<file path="config.mk">
export PLATFORM = sky130hd
export DESIGN_NAME = stream_frame_rate_histogram_unit
export DESIGN_NICKNAME = d
export VERILOG_FILES = /design/src/rtl/sfrh_pkg.sv /design/src/rtl/stream_frame_rate_histogram_unit.sv
export SDC_FILE = /design/constraint.sdc
export NUM_CORES = 2
export LEC_CHECK = 0
export BUFFER_PORTS_ARGS = -buffer_cell sky130_fd_sc_hd__buf_2
export CAP_MARGIN = 10
export CORE_MARGIN = 3
export CORE_UTILIZATION = 50
export DETAILED_ROUTE_END_ITERATION = 8
export PLACE_DENSITY = 0.66
export SYNTH_ARGS = -nofsm -noshare
export SYNTH_HDL_FRONTEND = slang
export SYNTH_SLANG_ARGS = --single-unit
</file>
<file path="constraint.sdc">
create_clock -name clk -period 12.7 [get_ports clk]
set_input_delay 1.27 -clock clk [delete_from_list [all_inputs] [get_ports clk]]
set_output_delay 1.27 -clock clk [all_outputs]
set_load 0.01 [all_outputs]
</file>
<file path="src/rtl/sfrh_pkg.sv">
package sfrh_pkg;

    // Default configuration
    localparam int MAX_STREAMS_DEF  = 64;
    localparam int WINDOW_TICKS_DEF = 60;

    // Field and counter widths
    localparam int SLOT_W   = 6;
    localparam int FRAMES_W = 32;
    localparam int RSUM_W   = 38;
    localparam int LIVE_W   = 7;
    localparam int WSUM_W   = 12;
    localparam int BKT_W    = 12;
    localparam int SECS_W   = 6;
    localparam int WCNT_W   = 8;
    localparam int NUM_BKT  = 5;

    // Rate bucket thresholds
    localparam logic [FRAMES_W-1:0] RATE_25 = 32'd25;
    localparam logic [FRAMES_W-1:0] RATE_20 = 32'd20;
    localparam logic [FRAMES_W-1:0] RATE_10 = 32'd10;
    localparam logic [FRAMES_W-1:0] RATE_5  = 32'd5;

    // Bucket codes
    localparam logic [2:0] BKT_25_UP    = 3'd0;
    localparam logic [2:0] BKT_20_24    = 3'd1;
    localparam logic [2:0] BKT_10_19    = 3'd2;
    localparam logic [2:0] BKT_5_9      = 3'd3;
    localparam logic [2:0] BKT_UNDER_5  = 3'd4;

    typedef struct packed {
        logic [SLOT_W-1:0]   stream_index;
        logic                stream_present;
        logic                connected;
        logic [FRAMES_W-1:0] painted_frames;
        logic [FRAMES_W-1:0] decoded_frames;
        logic                last_of_tick;
    } sfrh_report_t;

    typedef struct packed {
        logic [FRAMES_W-1:0] stream_fps;
        logic                tick_done;
        logic [RSUM_W-1:0]   aggregate_fps;
        logic [LIVE_W-1:0]   live_streams;
        logic [SECS_W-1:0]   seconds_remaining;
        logic                window_done;
        logic [BKT_W-1:0]    count_25_up;
        logic [BKT_W-1:0]    count_20_24;
        logic [BKT_W-1:0]    count_10_19;
        logic [BKT_W-1:0]    count_5_9;
        logic [BKT_W-1:0]    count_under_5;
        logic [LIVE_W-1:0]   avg_active_streams;
    } sfrh_result_t;

endpackage

</file>
<file path="src/rtl/stream_frame_rate_histogram_unit.sv">
// Stream frame-rate histogram.
//
// report channel: one stream report per transfer (slot, present, connected,
// painted and decoded frame counters, last_of_tick). result channel: exactly
// one result transfer per report, in report order.
//
// result_valid rises once a report has passed from the work stage register into
// the output register. A report can be taken every cycle while report_stall is
// low; throughput is one report per cycle when result_stall does not hold the
// output. The per-slot frame store has a single read port; it is read as the
// report is taken and written when the report leaves the work stage.
//
// When result_stall is high with a result waiting, the work stage holds its
// report and report_stall rises only if that stage is also occupied, so one
// further report is still taken while a result waits.
//
// Reset (rst_n low, asynchronous) clears all handshake state, the per-slot
// valid bits (stored counts then read as zero), the bucket counters and the
// tick and window accumulators. No clearing pass is needed.
module stream_frame_rate_histogram_unit #(
    parameter int MAX_STREAMS  = sfrh_pkg::MAX_STREAMS_DEF,
    parameter int WINDOW_TICKS = sfrh_pkg::WINDOW_TICKS_DEF
) (
    input  logic                   clk,
    input  logic                   rst_n,
    input  logic                   report_valid,
    output logic                   report_stall,
    input  sfrh_pkg::sfrh_report_t report_data,
    output logic                   result_valid,
    input  logic                   result_stall,
    output sfrh_pkg::sfrh_result_t result_data
);
    import sfrh_pkg::*;

    // Only slots reachable by the 6-bit index need storage.
    localparam int MEM_DEPTH = (MAX_STREAMS < (1 << SLOT_W)) ? MAX_STREAMS : (1 << SLOT_W);
    localparam int IDX_W     = (MEM_DEPTH > 1) ? $clog2(MEM_DEPTH) : 1;
    localparam int CMP_W     = 9;

    // Rounded average: (2*sum + N) / (2*N) with N = WINDOW_TICKS, done as a
    // reciprocal multiply. 2^AVG_SHIFT >= max numerator * divisor keeps it exact.
    localparam int AVG_DIV   = 2 * WINDOW_TICKS;
    localparam int NUM_W     = 14;
    localparam int AVG_SHIFT = 24;
    localparam int RECIP_W   = 24;
    localparam int PROD_W    = NUM_W + RECIP_W;
    localparam logic [RECIP_W-1:0] AVG_RECIP =
        RECIP_W'(((1 << AVG_SHIFT) + AVG_DIV - 1) / AVG_DIV);

    localparam logic [RSUM_W-1:0] RSUM_MAX = '1;
    localparam logic [LIVE_W-1:0] LIVE_MAX = '1;
    localparam logic [WSUM_W-1:0] WSUM_MAX = '1;
    localparam logic [BKT_W-1:0]  BKT_MAX  = '1;

    // Handshake
    logic report_accept;
    logic advance;

    // Work stage
    logic                s1_valid_reg;
    sfrh_report_t        s1_data_reg;
    logic [FRAMES_W-1:0] rd_frames_reg;
    logic                rd_hit_reg;

    // Per-slot frame store and its valid bits
    logic [FRAMES_W-1:0] frames_mem [MEM_DEPTH];
    logic [MEM_DEPTH-1:0] slot_valid_reg;

    // Window and tick state
    logic [BKT_W-1:0]  bucket_reg [NUM_BKT];
    logic [BKT_W-1:0]  bucket_next [NUM_BKT];
    logic [RSUM_W-1:0] rate_sum_reg, rate_sum_next;
    logic [LIVE_W-1:0] live_cnt_reg, live_cnt_next;
    logic [WSUM_W-1:0] wsum_reg, wsum_next;
    logic [WCNT_W-1:0] wcnt_reg, wcnt_next;

    // Output register
    logic         result_valid_reg;
    sfrh_result_t result_data_reg, result_data_next;

    // Work-stage datapath
    logic                in_range;
    logic [IDX_W-1:0]    s1_idx;
    logic [IDX_W-1:0]    rpt_idx;
    logic                wr_en;
    logic [FRAMES_W-1:0] wr_data;
    logic                live_item;
    logic [FRAMES_W-1:0] cur_frames;
    logic [FRAMES_W-1:0] prev_frames;
    logic [FRAMES_W-1:0] rate;
    logic [2:0]          bkt_sel;
    logic [BKT_W-1:0]    bucket_after [NUM_BKT];
    logic [RSUM_W:0]     rate_sum_wide;
    logic [RSUM_W-1:0]   rate_sum_after;
    logic [LIVE_W-1:0]   live_after;
    logic [WSUM_W:0]     wsum_wide;
    logic [WSUM_W-1:0]   wsum_after;
    logic [WCNT_W-1:0]   wcnt_inc;
    logic                window_close;
    logic [NUM_W-1:0]    avg_num;
    logic [PROD_W-1:0]   avg_prod;
    logic [WCNT_W-1:0]   secs_left;
    logic                fwd_hit;

    assign advance       = s1_valid_reg && (!result_valid_reg || !result_stall);
    assign report_stall  = s1_valid_reg && !advance;
    assign report_accept = report_valid && !report_stall;

    assign s1_idx  = s1_data_reg.stream_index[IDX_W-1:0];
    assign rpt_idx = report_data.stream_index[IDX_W-1:0];

    // Back-to-back reports to the same slot: take the value being written.
    assign fwd_hit = advance && wr_en && (s1_idx == rpt_idx);

    always_comb
    begin
        in_range    = ({3'b000, s1_data_reg.stream_index} < CMP_W'(MAX_STREAMS));
        wr_en       = s1_data_reg.stream_present && in_range;
        live_item   = wr_en && s1_data_reg.connected;
        cur_frames  = (s1_data_reg.painted_frames != '0) ? s1_data_reg.painted_frames
                                                         : s1_data_reg.decoded_frames;
        prev_frames = rd_hit_reg ? rd_frames_reg : '0;
        wr_data     = s1_data_reg.connected ? cur_frames : s1_data_reg.painted_frames;

        // Counter went backwards: the current count is the delta.
        if (!live_item)
            rate = '0;
        else if (cur_frames >= prev_frames)
            rate = cur_frames - prev_frames;
        else
            rate = cur_frames;

        if (rate >= RATE_25)
            bkt_sel = BKT_25_UP;
        else if (rate >= RATE_20)
            bkt_sel = BKT_20_24;
        else if (rate >= RATE_10)
            bkt_sel = BKT_10_19;
        else if (rate >= RATE_5)
            bkt_sel = BKT_5_9;
        else
            bkt_sel = BKT_UNDER_5;

        for (int b = 0; b < NUM_BKT; b++)
        begin
            bucket_after[b] = bucket_reg[b];
            if (live_item && (bkt_sel == 3'(b)) && (bucket_reg[b] != BKT_MAX))
                bucket_after[b] = bucket_reg[b] + 1'b1;
        end

        rate_sum_wide  = {1'b0, rate_sum_reg} + {{(RSUM_W + 1 - FRAMES_W){1'b0}}, rate};
        rate_sum_after = rate_sum_wide[RSUM_W] ? RSUM_MAX : rate_sum_wide[RSUM_W-1:0];
        live_after     = (live_item && (live_cnt_reg != LIVE_MAX)) ? live_cnt_reg + 1'b1
                                                                   : live_cnt_reg;

        wsum_wide    = {1'b0, wsum_reg} + {{(WSUM_W + 1 - LIVE_W){1'b0}}, live_after};
        wsum_after   = wsum_wide[WSUM_W] ? WSUM_MAX : wsum_wide[WSUM_W-1:0];
        wcnt_inc     = wcnt_reg + 1'b1;
        window_close = s1_data_reg.last_of_tick && (wcnt_inc == WCNT_W'(WINDOW_TICKS));

        avg_num  = {1'b0, wsum_after, 1'b0} + NUM_W'(WINDOW_TICKS);
        avg_prod = {{RECIP_W{1'b0}}, avg_num} * {{NUM_W{1'b0}}, AVG_RECIP};

        // Next state
        if (s1_data_reg.last_of_tick)
        begin
            rate_sum_next = '0;
            live_cnt_next = '0;
            wsum_next     = window_close ? '0 : wsum_after;
            wcnt_next     = window_close ? '0 : wcnt_inc;
        end
        else
        begin
            rate_sum_next = rate_sum_after;
            live_cnt_next = live_after;
            wsum_next     = wsum_reg;
            wcnt_next     = wcnt_reg;
        end
        for (int b = 0; b < NUM_BKT; b++)
            bucket_next[b] = window_close ? '0 : bucket_after[b];

        secs_left = WCNT_W'(WINDOW_TICKS) - wcnt_next;

        // Result
        result_data_next            = '0;
        result_data_next.stream_fps = rate;
        if (s1_data_reg.last_of_tick)
        begin
            result_data_next.tick_done         = 1'b1;
            result_data_next.aggregate_fps     = rate_sum_after;
            result_data_next.live_streams      = live_after;
            result_data_next.seconds_remaining = secs_left[SECS_W-1:0];
        end
        if (window_close)
        begin
            result_data_next.window_done        = 1'b1;
            result_data_next.count_25_up        = bucket_after[BKT_25_UP];
            result_data_next.count_20_24        = bucket_after[BKT_20_24];
            result_data_next.count_10_19        = bucket_after[BKT_10_19];
            result_data_next.count_5_9          = bucket_after[BKT_5_9];
            result_data_next.count_under_5      = bucket_after[BKT_UNDER_5];
            result_data_next.avg_active_streams = avg_prod[AVG_SHIFT +: LIVE_W];
        end
    end

    // Frame store: written when a report leaves the work stage, read as one
    // is taken.
    always_ff @(posedge clk)
    begin
        if (advance && wr_en)
            frames_mem[s1_idx] <= wr_data;
        if (report_accept)
            rd_frames_reg <= fwd_hit ? wr_data : frames_mem[rpt_idx];
    end

    // Payload registers
    always_ff @(posedge clk)
    begin
        if (report_accept)
            s1_data_reg <= report_data;
        if (advance)
            result_data_reg <= result_data_next;
    end

    // Control and accumulator state
    always_ff @(posedge clk or negedge rst_n)
    begin
        if (!rst_n)
        begin
            s1_valid_reg     <= 1'b0;
            result_valid_reg <= 1'b0;
            rd_hit_reg       <= 1'b0;
            slot_valid_reg   <= '0;
            rate_sum_reg     <= '0;
            live_cnt_reg     <= '0;
            wsum_reg         <= '0;
            wcnt_reg         <= '0;
            for (int b = 0; b < NUM_BKT; b++)
                bucket_reg[b] <= '0;
        end
        else
        begin
            if (report_accept)
            begin
                s1_valid_reg <= 1'b1;
                rd_hit_reg   <= fwd_hit || slot_valid_reg[rpt_idx];
            end
            else if (advance)
                s1_valid_reg <= 1'b0;

            if (advance)
                result_valid_reg <= 1'b1;
            else if (!result_stall)
                result_valid_reg <= 1'b0;

            if (advance)
            begin
                if (wr_en)
                    slot_valid_reg[s1_idx] <= 1'b1;
                rate_sum_reg <= rate_sum_next;
                live_cnt_reg <= live_cnt_next;
                wsum_reg     <= wsum_next;
                wcnt_reg     <= wcnt_next;
                for (int b = 0; b < NUM_BKT; b++)
                    bucket_reg[b] <= bucket_next[b];
            end
        end
    end

    assign result_valid = result_valid_reg;
    assign result_data  = result_data_reg;

endmodule
</file>
==> summary.txt <==
Synth
  – Yosys cell types: 98
  – Register area share after synthesis: between 70% and 80%
  – Count leader, synth: edfxtp_1
  – FF+latch count, synth: ~2500
  – Cells after Synth: 5714
  – Post-synth ARST share: 7.689%
  – Share of the synthesized area in the top cell type: 66.15%
  – Ranking of synthesized cells by area: edfxtp_1 (66%), mux4_2 (15%), dfrtp_1 (4.6%), ha_1 (2.2%), nor2_1 (1.2%)
  – EDFF count, synth: 2305
  – Post-Syn Area per Cell: 18.31 µm²
  – Synth Flop Type: edfxtp_1
  – Synth Net Count: around 6000
  – Yosys top cell by area: edfxtp_1
  – Most frequent cells after synthesis: edfxtp_1 (2305), mux4_2 (683), nor2_1 (345)
  – Mapped Area: 0.1046 mm²
  – YS warnings: 0

Global routing
  – Total GRT Usage: 25.31%
  – Remaining Overflow, GRT: 0
  – Initial antenna violation count: 13
  – Global-route wire length before repair: 395600 µm
  – Vias in the first global route: about 56000
  – Largest net degree at the start of global routing: 137

Layout
  – Multi-input logic area: 0.02988 mm²
  – Synth-to-Final Area Change: 13.01%
  – Seq. cell area: 0.07402 mm²
  – Fill count: 15490
  – Final #Nets: 6335
  – Largest register FFs: 2048
  – Layout cells sized above 1: a little over a quarter
  – Post-Route Utilization: 56.99%

Worst setup path
  – Critical Path AT: 10.89 ns
  – R2R Path End: result_data[6]$_SDFFCE_PN0P_
  – Critical Path RT: 13.24 ns
  – Worst Setup EP: result_data[6]$_SDFFCE_PN0P_
  – CP startpoint: s1_data_reg[65]$_DFFE_PP_
  – Worst path slowest cell: o2111a_1
  – Max FO, Critical Path: 39
  – R2r startpoint: s1_data_reg[65]$_DFFE_PP_
  – R2R setup slack: 2.35 ns
  – Startpoint types: register
  – R2r worst-path depth: 38
  – CP peak stage delay: 0.56 ns
  – Buf/Inv on CP: 4
  – Top delay family on crit path: adder cells
  – Crit. End Element: register
  – CP Depth: 38
  – Crit path top cell by count: ha_1
  – CP Class: register to register

Die
  – Row count: 167
  – Die height: ~460 µm
  – Die footprint: between 0.2 and 0.25 mm²
  – Die Wd: 463.4 µm
  – Area of the core: 0.2075 mm²
  – Starting Density: 50.43%
  – Number of I/O pins: about 230

Clock network
  – CTS Hold Bufs: 0
  – Worst skew pair latency: 0.89 ns
  – H-tree levels: 4
  – Root Driver: clkbuf_16
  – Sink Count: 2497
  – Clock transition at path regs: around 0.060 ns
  – Setup bufs post-CTS: 0
  – TritonCTS clock tree: done
  – Max clock buf depth: 3
  – Post_cts resized: 0
  – TritonCTS buffer count: 240

STA
  – Minimum clock period: 10.35 ns
  – Final setup violation count: 0
  – Normalized max-slew margin: 11.92%
  – Setup TNS: 0 ns
  – RSZ-0062 raised after global routing: no
  – Worst-Margin Slew: 1.305 ns
  – Final Cycle Share: between 80% and 90%
  – Pins Over Slew Limit: 0
  – Peak Freq: 0.09665 GHz
  – Clk_skew: 0.08451 ns
  – Final hold vios: 0

Placed design
  – Placer Congestion: 0.8586
  – Port bufs: 230
  – Dpl hpwl: 155000 µm

Pwr
  – PD cells: 162.4 mW/mm²
  – Worst IR Drop VDD: 0.0001556 V
  – Leakage Power: 40.16 nW

Run
  – Max-cap violation count: 0

Routing
  – DRT Pass-1 Iters: 6
  – Iter 0 DRT Violations: approximately 6900
  – Vias: about 57000
  – Vias per cell: 6.275
  – Residual DRC: 0
  – Wire per inst: 30.16 µm
  – Routed WL: between 200000 and 300000 µm
  – Detail Route Antenna Nets: 0

Outcome
  – Run status: completed

Worst hold path
  – Hold WC Path Type: input port to async pin
layout make-up:
type | count | share of cell area (%)
antenna | 7 | 0.01481
clock buffer | 295 | 5.322
clock inverter | 159 | 1.470
inverter | 104 | 0.3365
multi-input combinational | 2829 | 25.27
sequential | 2497 | 62.60
tap | 2788 | 2.950
timing repair buffer | 381 | 2.036
power by group:
group | internal [mW] | total (mW) | switching (mW)
clock network | 4.09 | 7.20 | 3.11
logic | 1.05 | 2.66 | 1.61
registers | 9.23 | 9.34 | 0.113
worst register-to-register path, delay by kind of cell (launching register included):
kind / cells / cell delay [ns]
buffers and inverters: 4 / 0.83
xor gates and xnor gates: 2 / 0.60
DFF: 1 / 0.32
AOI/OAI and AO/OA: 12 / 3.04
and+or+nand+nor: 10 / 2.13
adders and majority gates: 10 / 3.07
cells by family after synthesis:
group | share of synthesized area, %
AOI/OAI and AO/OA | 3.977
buffers and inverters | 1.427
muxes | 15.17
DFF | 70.75
adders and majority gates | 2.624
and+or+nand+nor | 5.147
xor gates and xnor gates | 0.9124
metrics by stage:
stage	setup WS, ns	instance area, µm²	cells	hold slack (ns)	power [mW]
6_report	2.354	118200	9060	0.4205	19.20
5_1_grt	1.460	118200	9055	0.4144	19.99
4_1_cts	2.279	118200	9051	0.3753	19.34
3_5_place_dp	2.370	110200	8597	0.4483	12.17
3_3_place_gp	2.479	110200	8597	0.4461	12.13
2_1_floorplan	3.666	104600	5714	0.4244	11.32
layout by cell type, fill, tap and decap left out, types with 165 or more instances in the layout:
cell type,count
edfxtp_1,2305
mux4_2,683
nand2_1,308
nor2_1,280
clkbuf_16,240
buf_2,224
a21oi_1,197
dfrtp_1,192
ha_1,181
o21ai_0,165
per-layer routing:
metal | routed length, µm | up-vias | global-route usage [%]
li1 | - | 23760 | -
met4 | 6802 | 10 | 6.286
met2 | 132400 | 2681 | 40.70
met3 | 23380 | 382 | 4.439
met1 | 110500 | 30020 | 36.39
met5 | 51 | - | 0
worst min path at each step:
| stage | depth (start not counted) | slack [ns] | end | start |
|---|---|---|---|---|
| detailed placement | 1 | 0.45 | slot_valid_reg[16]$_DFFE_PN0P_ | slot_valid_reg[16]$_DFFE_PN0P_ |
| global route | 1 | 0.41 | bucket_reg[21]$_DFFE_PN0P_ | rst_n |
| CTS | 1 | 0.38 | bucket_reg[16]$_DFFE_PN0P_ | rst_n |
| global placement | 1 | 0.45 | slot_valid_reg[30]$_DFFE_PN0P_ | slot_valid_reg[30]$_DFFE_PN0P_ |
| finish | 1 | 0.42 | bucket_reg[14]$_DFFE_PN0P_ | rst_n |
| floorplan | 0 | 0.42 | result_data[119]$_DFFE_PP_ | s1_data_reg[0]$_DFFE_PP_ |
(Power assumes the default switching activity.)
